==> src/sv/agu_pkg.sv <==
// shared types and constants of the activation gradient unit
package agu_pkg;

    localparam int DATA_WIDTH_DEF  = 16;
    localparam int FRAC_BITS_DEF   = 12;
    localparam int QUEUE_DEPTH_DEF = 4;
    // back pipeline stages up to and including the output register
    localparam int BACK_STAGES     = 11;

    localparam int CMD_W = 3;
    localparam logic [CMD_W-1:0] CMD_SILU    = 3'd0;
    localparam logic [CMD_W-1:0] CMD_GELU    = 3'd1;
    localparam logic [CMD_W-1:0] CMD_TANH    = 3'd2;
    localparam logic [CMD_W-1:0] CMD_SIGMOID = 3'd3;
    localparam logic [CMD_W-1:0] CMD_SOFTMAX = 3'd4;
    localparam logic [CMD_W-1:0] CMD_RELU    = 3'd5;

    // one-hot operation class decoded from the command
    typedef struct packed {
        logic m_silu;
        logic m_gelu;
        logic m_tanh;
        logic m_sig;
        logic m_smax;
        logic m_relu;
        logic m_none;
    } agu_kind_t;

    localparam int KIND_W = $bits(agu_kind_t);

endpackage

==> src/sv/agu_queue.sv <==
// short queue between the front and back parts
module agu_queue #(
    parameter int WIDTH = 8,
    parameter int DEPTH = agu_pkg::QUEUE_DEPTH_DEF
) (
    input  logic             clk,
    input  logic             rst_n,
    input  logic             push,
    input  logic [WIDTH-1:0] push_data,
    input  logic             pop,
    output logic [WIDTH-1:0] pop_data,
    output logic             full,
    output logic             empty
);

    localparam int PW = (DEPTH > 1) ? $clog2(DEPTH) : 1;
    localparam int CW = $clog2(DEPTH + 1);

    logic [WIDTH-1:0] mem_reg [DEPTH];
    logic [PW-1:0]    wr_ptr_reg;
    logic [PW-1:0]    rd_ptr_reg;
    logic [CW-1:0]    cnt_reg;
    logic [PW-1:0]    wr_ptr_next;
    logic [PW-1:0]    rd_ptr_next;

    assign full     = (cnt_reg == CW'(DEPTH));
    assign empty    = (cnt_reg == '0);
    assign pop_data = mem_reg[rd_ptr_reg];

    assign wr_ptr_next = (wr_ptr_reg == PW'(DEPTH - 1)) ? '0 : wr_ptr_reg + 1'b1;
    assign rd_ptr_next = (rd_ptr_reg == PW'(DEPTH - 1)) ? '0 : rd_ptr_reg + 1'b1;

    always_ff @(posedge clk)
    begin
        if (push)
        begin
            mem_reg[wr_ptr_reg] <= push_data;
        end
    end

    always_ff @(posedge clk or negedge rst_n)
    begin
        if (!rst_n)
        begin
            wr_ptr_reg <= '0;
            rd_ptr_reg <= '0;
            cnt_reg    <= '0;
        end
        else
        begin
            if (push)
            begin
                wr_ptr_reg <= wr_ptr_next;
            end
            if (pop)
            begin
                rd_ptr_reg <= rd_ptr_next;
            end
            if (push && !pop)
            begin
                cnt_reg <= cnt_reg + 1'b1;
            end
            else if (pop && !push)
            begin
                cnt_reg <= cnt_reg - 1'b1;
            end
        end
    end

endmodule

==> config.mk <==
export PLATFORM = sky130hd
export DESIGN_NAME = agu_queue
export DESIGN_NICKNAME = d
export VERILOG_FILES = /design/src/sv/agu_pkg.sv /design/src/sv/agu_queue.sv
export SDC_FILE = /design/constraint.sdc
export NUM_CORES = 1
export LEC_CHECK = 0
export BUFFER_PORTS_ARGS = -buffer_cell sky130_fd_sc_hd__buf_4
export CAP_MARGIN = 40
export CORE_MARGIN = 3
export CORE_UTILIZATION = 40
export DETAILED_ROUTE_END_ITERATION = 16
export PLACE_DENSITY = 0.66
export SLEW_MARGIN = 40
export SYNTH_ARGS = -nofsm -noshare
export SYNTH_HDL_FRONTEND = slang
export SYNTH_SLANG_ARGS = --single-unit
==> constraint.sdc <==
create_clock -name clk -period 2.9 [get_ports clk]
set_input_delay 0.435 -clock clk [delete_from_list [all_inputs] [get_ports clk]]
set_output_delay 0.435 -clock clk [all_outputs]
set_load 0.005 [all_outputs]
==> reports/qor.csv, run 1 <==
metric;value;unit
ys_seq_elements;39;
fmax;458;MHz
seq_area_frac_synth;0.724;
p_leak;0.709;nW
status;finished clean;
tightest_slew;0.589;ns
gp_congestion;0.633;
grt_antenna_before_repair;0;
holdPathEnd;mem_reg[0][7];
wirelength_met1;939;um
placed_cells;146;
reg2reg_slack;1.49;ns
r2r_start;wr_ptr_reg[0];
seqPwrFrac;0.488;
routed-wl-met2;1180;um
die_w;68.7;um
crit_fanout;11;
holdCritPathClass;in2reg;
dr.max_layer_used;met4;
reg2regPathDepth;3;
die-area;4710;um2
post-dp-hpwl;1570;um
dr_total_vias;748;
syn-cell-area;1570;um2
fin_util;0.508;
cts_tree;built;
clockBufferDepth;2;
insertion_delay;0.29;ns
root_buffer;clkbuf_8;
htreeDepth;2;
synth_cell_types;18;
grt_setup_unrepaired;false;
post-route-period-util;0.753;
n_antenna_cell;0;
pwr-share-clk;0.245;
drtAntennaViolNets;0;
cp-end-kind;primary output;
cts.clk_slew.worst_paths;0.07;ns
drive_above_1_share;0.364;
drc;0;
cts_resized;0;
largest_reg_flops;32;
synth.avg_cell_area;19.9;um2
vias_per_cell;4.83;
io_buffers;21;
ir_worst_vdd;0.426;mV
final_hold_viol_count;0;
cts_buffers;5;
timing.rr.end;mem_reg[2][6];
clkSinkCount;39;
p_per_area;927;nW/um2
cp.arrival;1.75;ns
die_h;68.7;um
drv_cap;0;
pwr-share-comb;0.267;
holdCritStartpoint;push_data[7];
fin_worst_skew;0.00545;ns
grt_pass1_wl;3670;um
p_switching;0.000468;W
swShare;0.268;
setup_viol;0;
cts_hold_repair.buffers;1;
grtUsageTotal;0.117;
wl_met3;129;um
yosys_warnings;0;
period_minus_slack;2.18;ns
coreArea;3720;um2
syn-num-nets;98;
instances_no_fill;155;
ios;22;
rows;22;
tns;0;ns
p_int;0.00128;W
first_iter_violations;34;
netlist_instances;79;
finalMaxSlewViolations;0;
relSlewSlack;0.607;
grt_overflow;0;
drt_wl_total;2310;um
n_fill_cell;320;
drtPass1Iterations;4;
critical_path_class;reg2out;
area_growth_syn_to_layout;20.3;%
cp_data_required_time;2.47;ns
wl_per_cell;14.9;um
cp-start-kind;register;
grt_max_degree;13;
fin_nets;125;
holdPathStages;1;
grt_pass1_vias;801;
post-cts-setup-buffers;0;
start_util;0.423;
## power groups by stage
stage	Combinational (W)	Clock [W]	Sequential [W]
after global placement	0.000462	0	0.000861
after floorplan	0.000350	0	0.000793
after detailed placement	0.000475	0	0.000873
after global routing	0.000518	0.000456	0.000875
final	0.000468	0.000429	0.000854
after CTS	0.000478	0.000439	0.000861
## logic make-up (layout without fill, tap and decap cells)
| family | Yosys count | after routing | synth area share |
|---|---|---|---|
| flip-flops | 39 | 39 | 0.724 |
| XOR/XNOR | 3 | 3 | 0.0167 |
| adder cells (fa/ha/maj) | 7 | 7 | 0.0606 |
| AO/OA/AOI/OAI | 2 | 2 | 0.00637 |
| multiplexers | 11 | 11 | 0.136 |
| AND/OR/NAND/NOR | 10 | 10 | 0.0343 |
| buffers and inverters | 7 | 35 | 0.0223 |
## critical path, cell delays in order (launching register included)
cell	delay [ns]
dfrtp_1	0.72
mux4_2	0.58
buf_4	0.15
## Yosys cell counts
cell type / count / area share
xor2_1: 2 / 0.011
nand3_1: 1 / 0.0032
nor2_1: 2 / 0.0048
buf_6: 1 / 0.0072
mux4_2: 8 / 0.11
fa_1: 1 / 0.013
nor3_1: 1 / 0.0032
mux2_2: 3 / 0.022
o21ai_0: 2 / 0.0064
ha_1: 6 / 0.048
nor3b_1: 1 / 0.0048
buf_2: 1 / 0.0032
inv_1: 5 / 0.012
and2_1: 4 / 0.016
nand2_1: 1 / 0.0024
xnor2_1: 1 / 0.0056
dfrtp_1: 7 / 0.11
edfxtp_1: 32 / 0.61
## placed cells by master, fill, tap and decap left out, drive strengths merged
cell	n
nand3	1
nor3	1
fa	1
buf	21
clkbuf	5
clkinv	2
and2	4
mux2	3
ha	6
nor3b	1
bufinv	1
inv	5
xnor2	1
nor2	2
mux4	8
dfrtp	7
dlygate4sd3	1
o21ai	2
xor2	2
edfxtp	32
nand2	1
## per-layer routing
metal | vias to the layer above | GRT usage
met4 | 0 | 0.0819
li1 | 352 | -
met1 | 368 | 0.131
met3 | 7 | 0.0373
met2 | 21 | 0.190
met5 | - | 0
## area by class of cell
cell class                      count  area (um2)  share of cell area
Clock buffer                        5        68.8              0.0364
Clock inverter                      3        38.8              0.0205
Inverter                            5        18.8             0.00993
Multi-Input combinational cell     33         399               0.211
Sequential cell                    39        1140               0.601
Tap cell                           48        60.1              0.0318
Timing Repair Buffer               22         168              0.0887
## worst max path at each step
stage / from / endpoint / slack, ns / depth (start not counted)
final: rd_ptr_reg[0] / pop_data[2] / 0.72 / 2
after detailed placement: rd_ptr_reg[0] / pop_data[6] / 0.97 / 2
after global placement: rd_ptr_reg[0] / pop_data[2] / 0.99 / 2
after floorplan: pop / cnt_reg[2] / 1.40 / 7
after CTS: rd_ptr_reg[0] / pop_data[6] / 0.65 / 2
after global routing: rd_ptr_reg[0] / pop_data[2] / 0.58 / 2
## through the flow
step / setup slack (ns) / total power (W) / hold WS (ns) / instance area, um2
2_1_floorplan: 1.40 / 0.00114 / 0.139 / 1570
3_3_place_gp: 0.989 / 0.00132 / 0.254 / 1770
3_5_place_dp: 0.975 / 0.00135 / 0.254 / 1770
4_1_cts: 0.654 / 0.00178 / 0.335 / 1890
5_1_grt: 0.584 / 0.00185 / 0.338 / 1890
6_report: 0.716 / 0.00175 / 0.342 / 1890
(Power assumes the default switching activity.)
==> inputs of run 2 (changes only) <==
- ABC_AREA: default -> 1
- clock period: 2.9 -> 2.2 ns (I/O delays scaled with it)
==> run 2 against run 1 <==
Clock skew decreased by 0.00085 ns. Global-route usage increased by 0.84 points. Wire length is 23% higher. Sequential share of layout area shrank 4.1 points. Power rose by 45%. Hold slack got worse by 0.11 ns. Largest power group unchanged. Synthesized cell count rose by 82%.
==> reports/qor.csv, run 2 <==
metric;value;unit
holdCritStartpoint;push_data[2];
ys_seq_elements;39;
synth_common_cells;nand2_1 (38), edfxtp_1 (32), inv_1 (27);
die-area;5080;um2
clockBufferDepth;2;
yosys_warnings;0;
instances_no_fill;220;
cp-end-kind;primary output;
postSynth.asyncResetShare;0.179;
die_w;71.2;um
fmax;538;MHz
crit_path_end;pop_data[7];
drtAntennaViolNets;0;
placed_cells;211;
drc;0;
r2r_start;wr_ptr_reg[0];
cts_buffers;5;
holdPathStages;1;
io_buffers;21;
syn-cell-area;1700;um2
largest_reg_flops;32;
reg2regPathDepth;4;
fin_util;0.500;
synth_top_cell_by_area;edfxtp_1;
grt_pass1_wl;4770;um
synth_ff_type;edfxtp_1;
tightest_slew;0.502;ns
netlist_instances;144;
rows;23;
synth-edff-count;32;
vias_per_cell;4.75;
ys_top_cells_by_area;edfxtp_1 (56%), dfrtp_1 (10%), nand2_1 (8.4%);
critical_path_class;reg2out;
post-route-period-util;0.844;
htreeDepth;2;
n_fill_cell;357;
tns;0;ns
n_antenna_cell;0;
synth_cell_types;17;
grtUsageTotal;0.126;
area_growth_syn_to_layout;19.1;%
post-dp-hpwl;2000;um
dr_total_vias;1046;
drtPass1Iterations;5;
cp_data_required_time;1.87;ns
seq_area_frac_synth;0.667;
final_cell_mix;nand2_1 (38), edfxtp_1 (32), inv_1 (27);
post-cts-setup-buffers;0;
p_per_area;1250;nW/um2
relSlewSlack;0.665;
clkSinkCount;39;
gp_congestion;0.725;
syn-num-nets;163;
setup_viol;0;
multiInputGateArea;417;um2
ios;22;
seq_area;1140;um2
crit_fanout;33;
die_h;71.2;um
ir_worst_vdd;0.563;mV
cts.clk_slew.worst_paths;0.08;ns
root_buffer;clkbuf_8;
coreArea;4060;um2
cts_tree;built;
grt_setup_unrepaired;false;
final_hold_viol_count;0;
grt_overflow;0;
cp.arrival;1.53;ns
cp-start-kind;register;
finalMaxSlewViolations;0;
first_iter_violations;33;
grt_pass1_vias;1028;
wl_per_cell;12.9;um
grt_antenna_before_repair;0;
timing.rr.end;mem_reg[0][7];
grt_max_degree;34;
fin_worst_skew;0.00460;ns
holdCritPathClass;in2reg;
yosys.area.top_type_share;0.564;
layout_commonest_cell;nand2_1;
status;finished clean;
drv_cap;0;
insertion_delay;0.29;ns
synth.avg_cell_area;11.8;um2
start_util;0.420;
p_leak;0.902;nW
fin_nets;188;
drt_wl_total;2840;um
critPathLaunch;rd_ptr_reg[0];
period_minus_slack;1.86;ns
synth_most_common_cell;nand2_1;
drive_above_1_share;0.182;
reg2reg_slack;0.85;ns
[run 2: final cells by class]
class	count	area share
Clock inverter	3	0.0333
Inverter	29	0.0537
Clock buffer	5	0.0339
Tap cell	50	0.0308
Timing Repair Buffer	22	0.0827
Multi-Input combinational cell	72	0.205
Sequential cell	39	0.560
[run 2: kinds of logic after synthesis]
logic type / Yosys count / share of synthesized area
AND/OR/NAND/NOR: 43 / 0.0985
adder cells (fa/ha/maj): 7 / 0.0558
buffers and inverters: 33 / 0.0882
AO/OA/AOI/OAI: 21 / 0.0852
XOR/XNOR: 1 / 0.00514
flip-flops: 39 / 0.667
[run 2: worst min-delay path by stage]
| stage | slack [ns] | end |
|---|---|---|
| after floorplan | 0.03 | cnt_reg[0] |
| after global placement | 0.15 | rd_ptr_reg[0] |
| after detailed placement | 0.15 | rd_ptr_reg[0] |
| after CTS | 0.23 | mem_reg[0][2] |
| after global routing | 0.22 | mem_reg[0][2] |
| final | 0.24 | mem_reg[0][2] |
[run 2: what timing repair did]
item | 4_1_cts | 5_1_grt
endpoints found under the hold margin | 7 | 0
endpoints found under the setup margin | 0 | 0
hold buffers | 1 | 0
gates resized for setup | 0 | 0
[run 2: critical path, cell delays in order (launching register included)]
cell and delay, ns:
dfrtp_1 0.41, inv_2 0.39, nand2_1 0.10, o211ai_1 0.11, nand2_1 0.09, buf_4 0.14
[run 2: where the power goes]
part	switching (W)	internal (W)
combinational	0.000421	0.000333
sequential	0.000114	0.000980
clock	0.000244	0.000452
[run 2: layer usage]
layer | wire (um) | vias up | global-route usage | share of wire
met5 | 0 | - | 0 | 0
met4 | 61 | 0 | 0.0626 | 0.021
met3 | 133 | 6 | 0.0351 | 0.047
met2 | 1480 | 20 | 0.211 | 0.52
met1 | 1160 | 495 | 0.147 | 0.41
li1 | - | 525 | - | -
[run 2: metrics by stage]
stage / hold WS, ns / total power, W / setup slack, ns / area (um2)
floorplan: 0.0344 / 0.00159 / 0.911 / 1700
finish: 0.236 / 0.00255 / 0.342 / 2030
CTS: 0.228 / 0.00258 / 0.317 / 2030
global placement: 0.148 / 0.00183 / 0.710 / 1880
detailed placement: 0.148 / 0.00189 / 0.643 / 1880
global route: 0.223 / 0.00273 / 0.208 / 2030
==> inputs of run 3 (changes only) <==
- clock period: 2.2 -> 1.84 ns (I/O delays scaled with it)
==> run 3 against run 2 <==
Setup slack worse by 0.16 ns. Clock-buffer cell count rose by 1. Global-route usage fell by 0.31 points. Utilization up 0.15 points. Power rose by 19%. Die area unchanged. Hold slack worse by 0.050 ns. Combinational power increased by 24%. Non-clock buffer count is 1 higher. Clock power increased by 16%. Critical path depth stayed put.
==> reports/qor.csv, run 3 (synthesis gave the netlist of run 2 again) <==
metric;value;unit
instances_no_fill;221;
setup_ws;0.178;ns
cp.arrival;1.39;ns
grt_max_degree;34;
final_cell_mix;nand2_1 (38), edfxtp_1 (32), inv_1 (27);
holdPathEnd;mem_reg[2][2];
use_met2;0.208;
setup_viol;0;
grt_pass1_wl;4620;um
cp_top_family;flip-flops;
drt_wl_total;2730;um
dr_total_vias;1056;
holdCritStartpoint;push_data[2];
path_cells;inv_4, nand2_1, o211ai_1, nand2_1, buf_4;
die_w;71.2;um
first_iter_violations;25;
hold_slack;0.186;ns
insertion_delay;0.29;ns
r2r_start;wr_ptr_reg[0];
p_per_area;1490;nW/um2
status;finished clean;
holdCritPathClass;in2reg;
start_util;0.420;
p_leak;0.908;nW
critPathLaunch;rd_ptr_reg[0];
reg2regPathDepth;4;
cts_buffers;5;
grt_setup_unrepaired;false;
reg2reg_slack;0.48;ns
grt.busiest_layer;met2;
drv_cap;0;
drc;0;
tightest_slew;0.380;ns
period_minus_slack;1.66;ns
placed_cells;212;
fmax;602;MHz
drtAntennaViolNets;0;
fin_worst_skew;0.00561;ns
grt_antenna_before_repair;0;
htreeDepth;2;
cp_data_required_time;1.56;ns
max_stage_delay;0.43;ns
post-route-period-util;0.903;
die_h;71.2;um
cp-end-kind;primary output;
fin_util;0.501;
wl_per_cell;12.3;um
cts_tree;built;
clkSinkCount;39;
drive_above_1_share;0.181;
grt.met3_usage;0.0477;
gp_congestion;0.756;
fin_nets;189;
crit_slowest_cell;dfrtp_1;
final_hold_viol_count;0;
grtUsageTotal;0.123;
timing.rr.end;mem_reg[2][0];
cp-start-kind;register;
holdPathStages;1;
cpMostUsedCell;nand2_1;
drtPass1Iterations;4;
crit_fanout;33;
layout_commonest_cell;nand2_1;
relSlewSlack;0.746;
area_growth_syn_to_layout;19.5;%
root_buffer;clkbuf_8;
io_buffers;21;
largest_reg_flops;32;
post-dp-hpwl;1930;um
ios;22;
pre_cts_slack;0.348;ns
post-cts-setup-buffers;0;
ir_worst_vdd;0.662;mV
rows;23;
critical_path_buf_inv_count;2;
grt_pass1_vias;1055;
finalMaxSlewViolations;0;
use_met1;0.135;
critical_path_class;reg2out;
cts.clk_slew.worst_paths;0.07;ns
die-area;5080;um2
grt_overflow;0;
tns;0;ns
clockBufferDepth;2;
coreArea;4060;um2
n_antenna_cell;0;
vias_per_cell;4.78;
-- run 3: cell count changes in the layout (fill, tap and decap cells not counted), sizes merged --
cell / before / now
buf: 21 / 22
clkbuf: 5 / 6
clkinvlp: 1 / 0
-- run 3: layout make-up --
class | instances | area (um2)
Clock buffer | 6 | 72.6
Clock inverter | 2 | 60.1
Tap cell | 50 | 62.6
Timing Repair Buffer | 23 | 175
Inverter | 29 | 111
Sequential cell | 39 | 1140
Multi-Input combinational cell | 72 | 417
Fill cell | 356 | 2020
-- run 3: power by group --
group | leakage, nW | internal [W] | switching (W) | total, W
registers | 0.378 | 0.00117 | 0.000123 | 0.00130
clock network | 0.0654 | 0.000541 | 0.000264 | 0.000806
logic | 0.465 | 0.000415 | 0.000521 | 0.000937
total | 0.908 | 0.00213 | 0.000909 | 0.00304
-- run 3: metrics by stage --
| stage | cell area [um2] | power [W] |
|---|---|---|
| floorplan | 1700 | 0.00190 |
| global placement | 1890 | 0.00221 |
| detailed placement | 1890 | 0.00227 |
| CTS | 2030 | 0.00307 |
| global route | 2030 | 0.00327 |
| finish | 2030 | 0.00304 |
-- run 3: how the worst max path moves through the flow --
stage	endpoint	depth (start not counted)	slack, ns
global placement	pop_data[5]	5	0.41
floorplan	cnt_reg[2]	8	0.60
detailed placement	pop_data[1]	5	0.35
finish	pop_data[1]	5	0.18
CTS	pop_data[0]	5	0.02
global route	pop_data[6]	5	0.04
-- run 3: routing by layer --
layer,vias to the layer above,share of wire
met4,0,0.018
met5,-,0
li1,530,-
met1,505,0.41
met2,17,0.52
met3,4,0.051
-- run 3: what timing repair did --
item,4_1_cts,5_1_grt
endpoints found under the setup margin,0,8
gates resized for setup,0,2
endpoints found under the hold margin,7,0
hold buffers,1,0
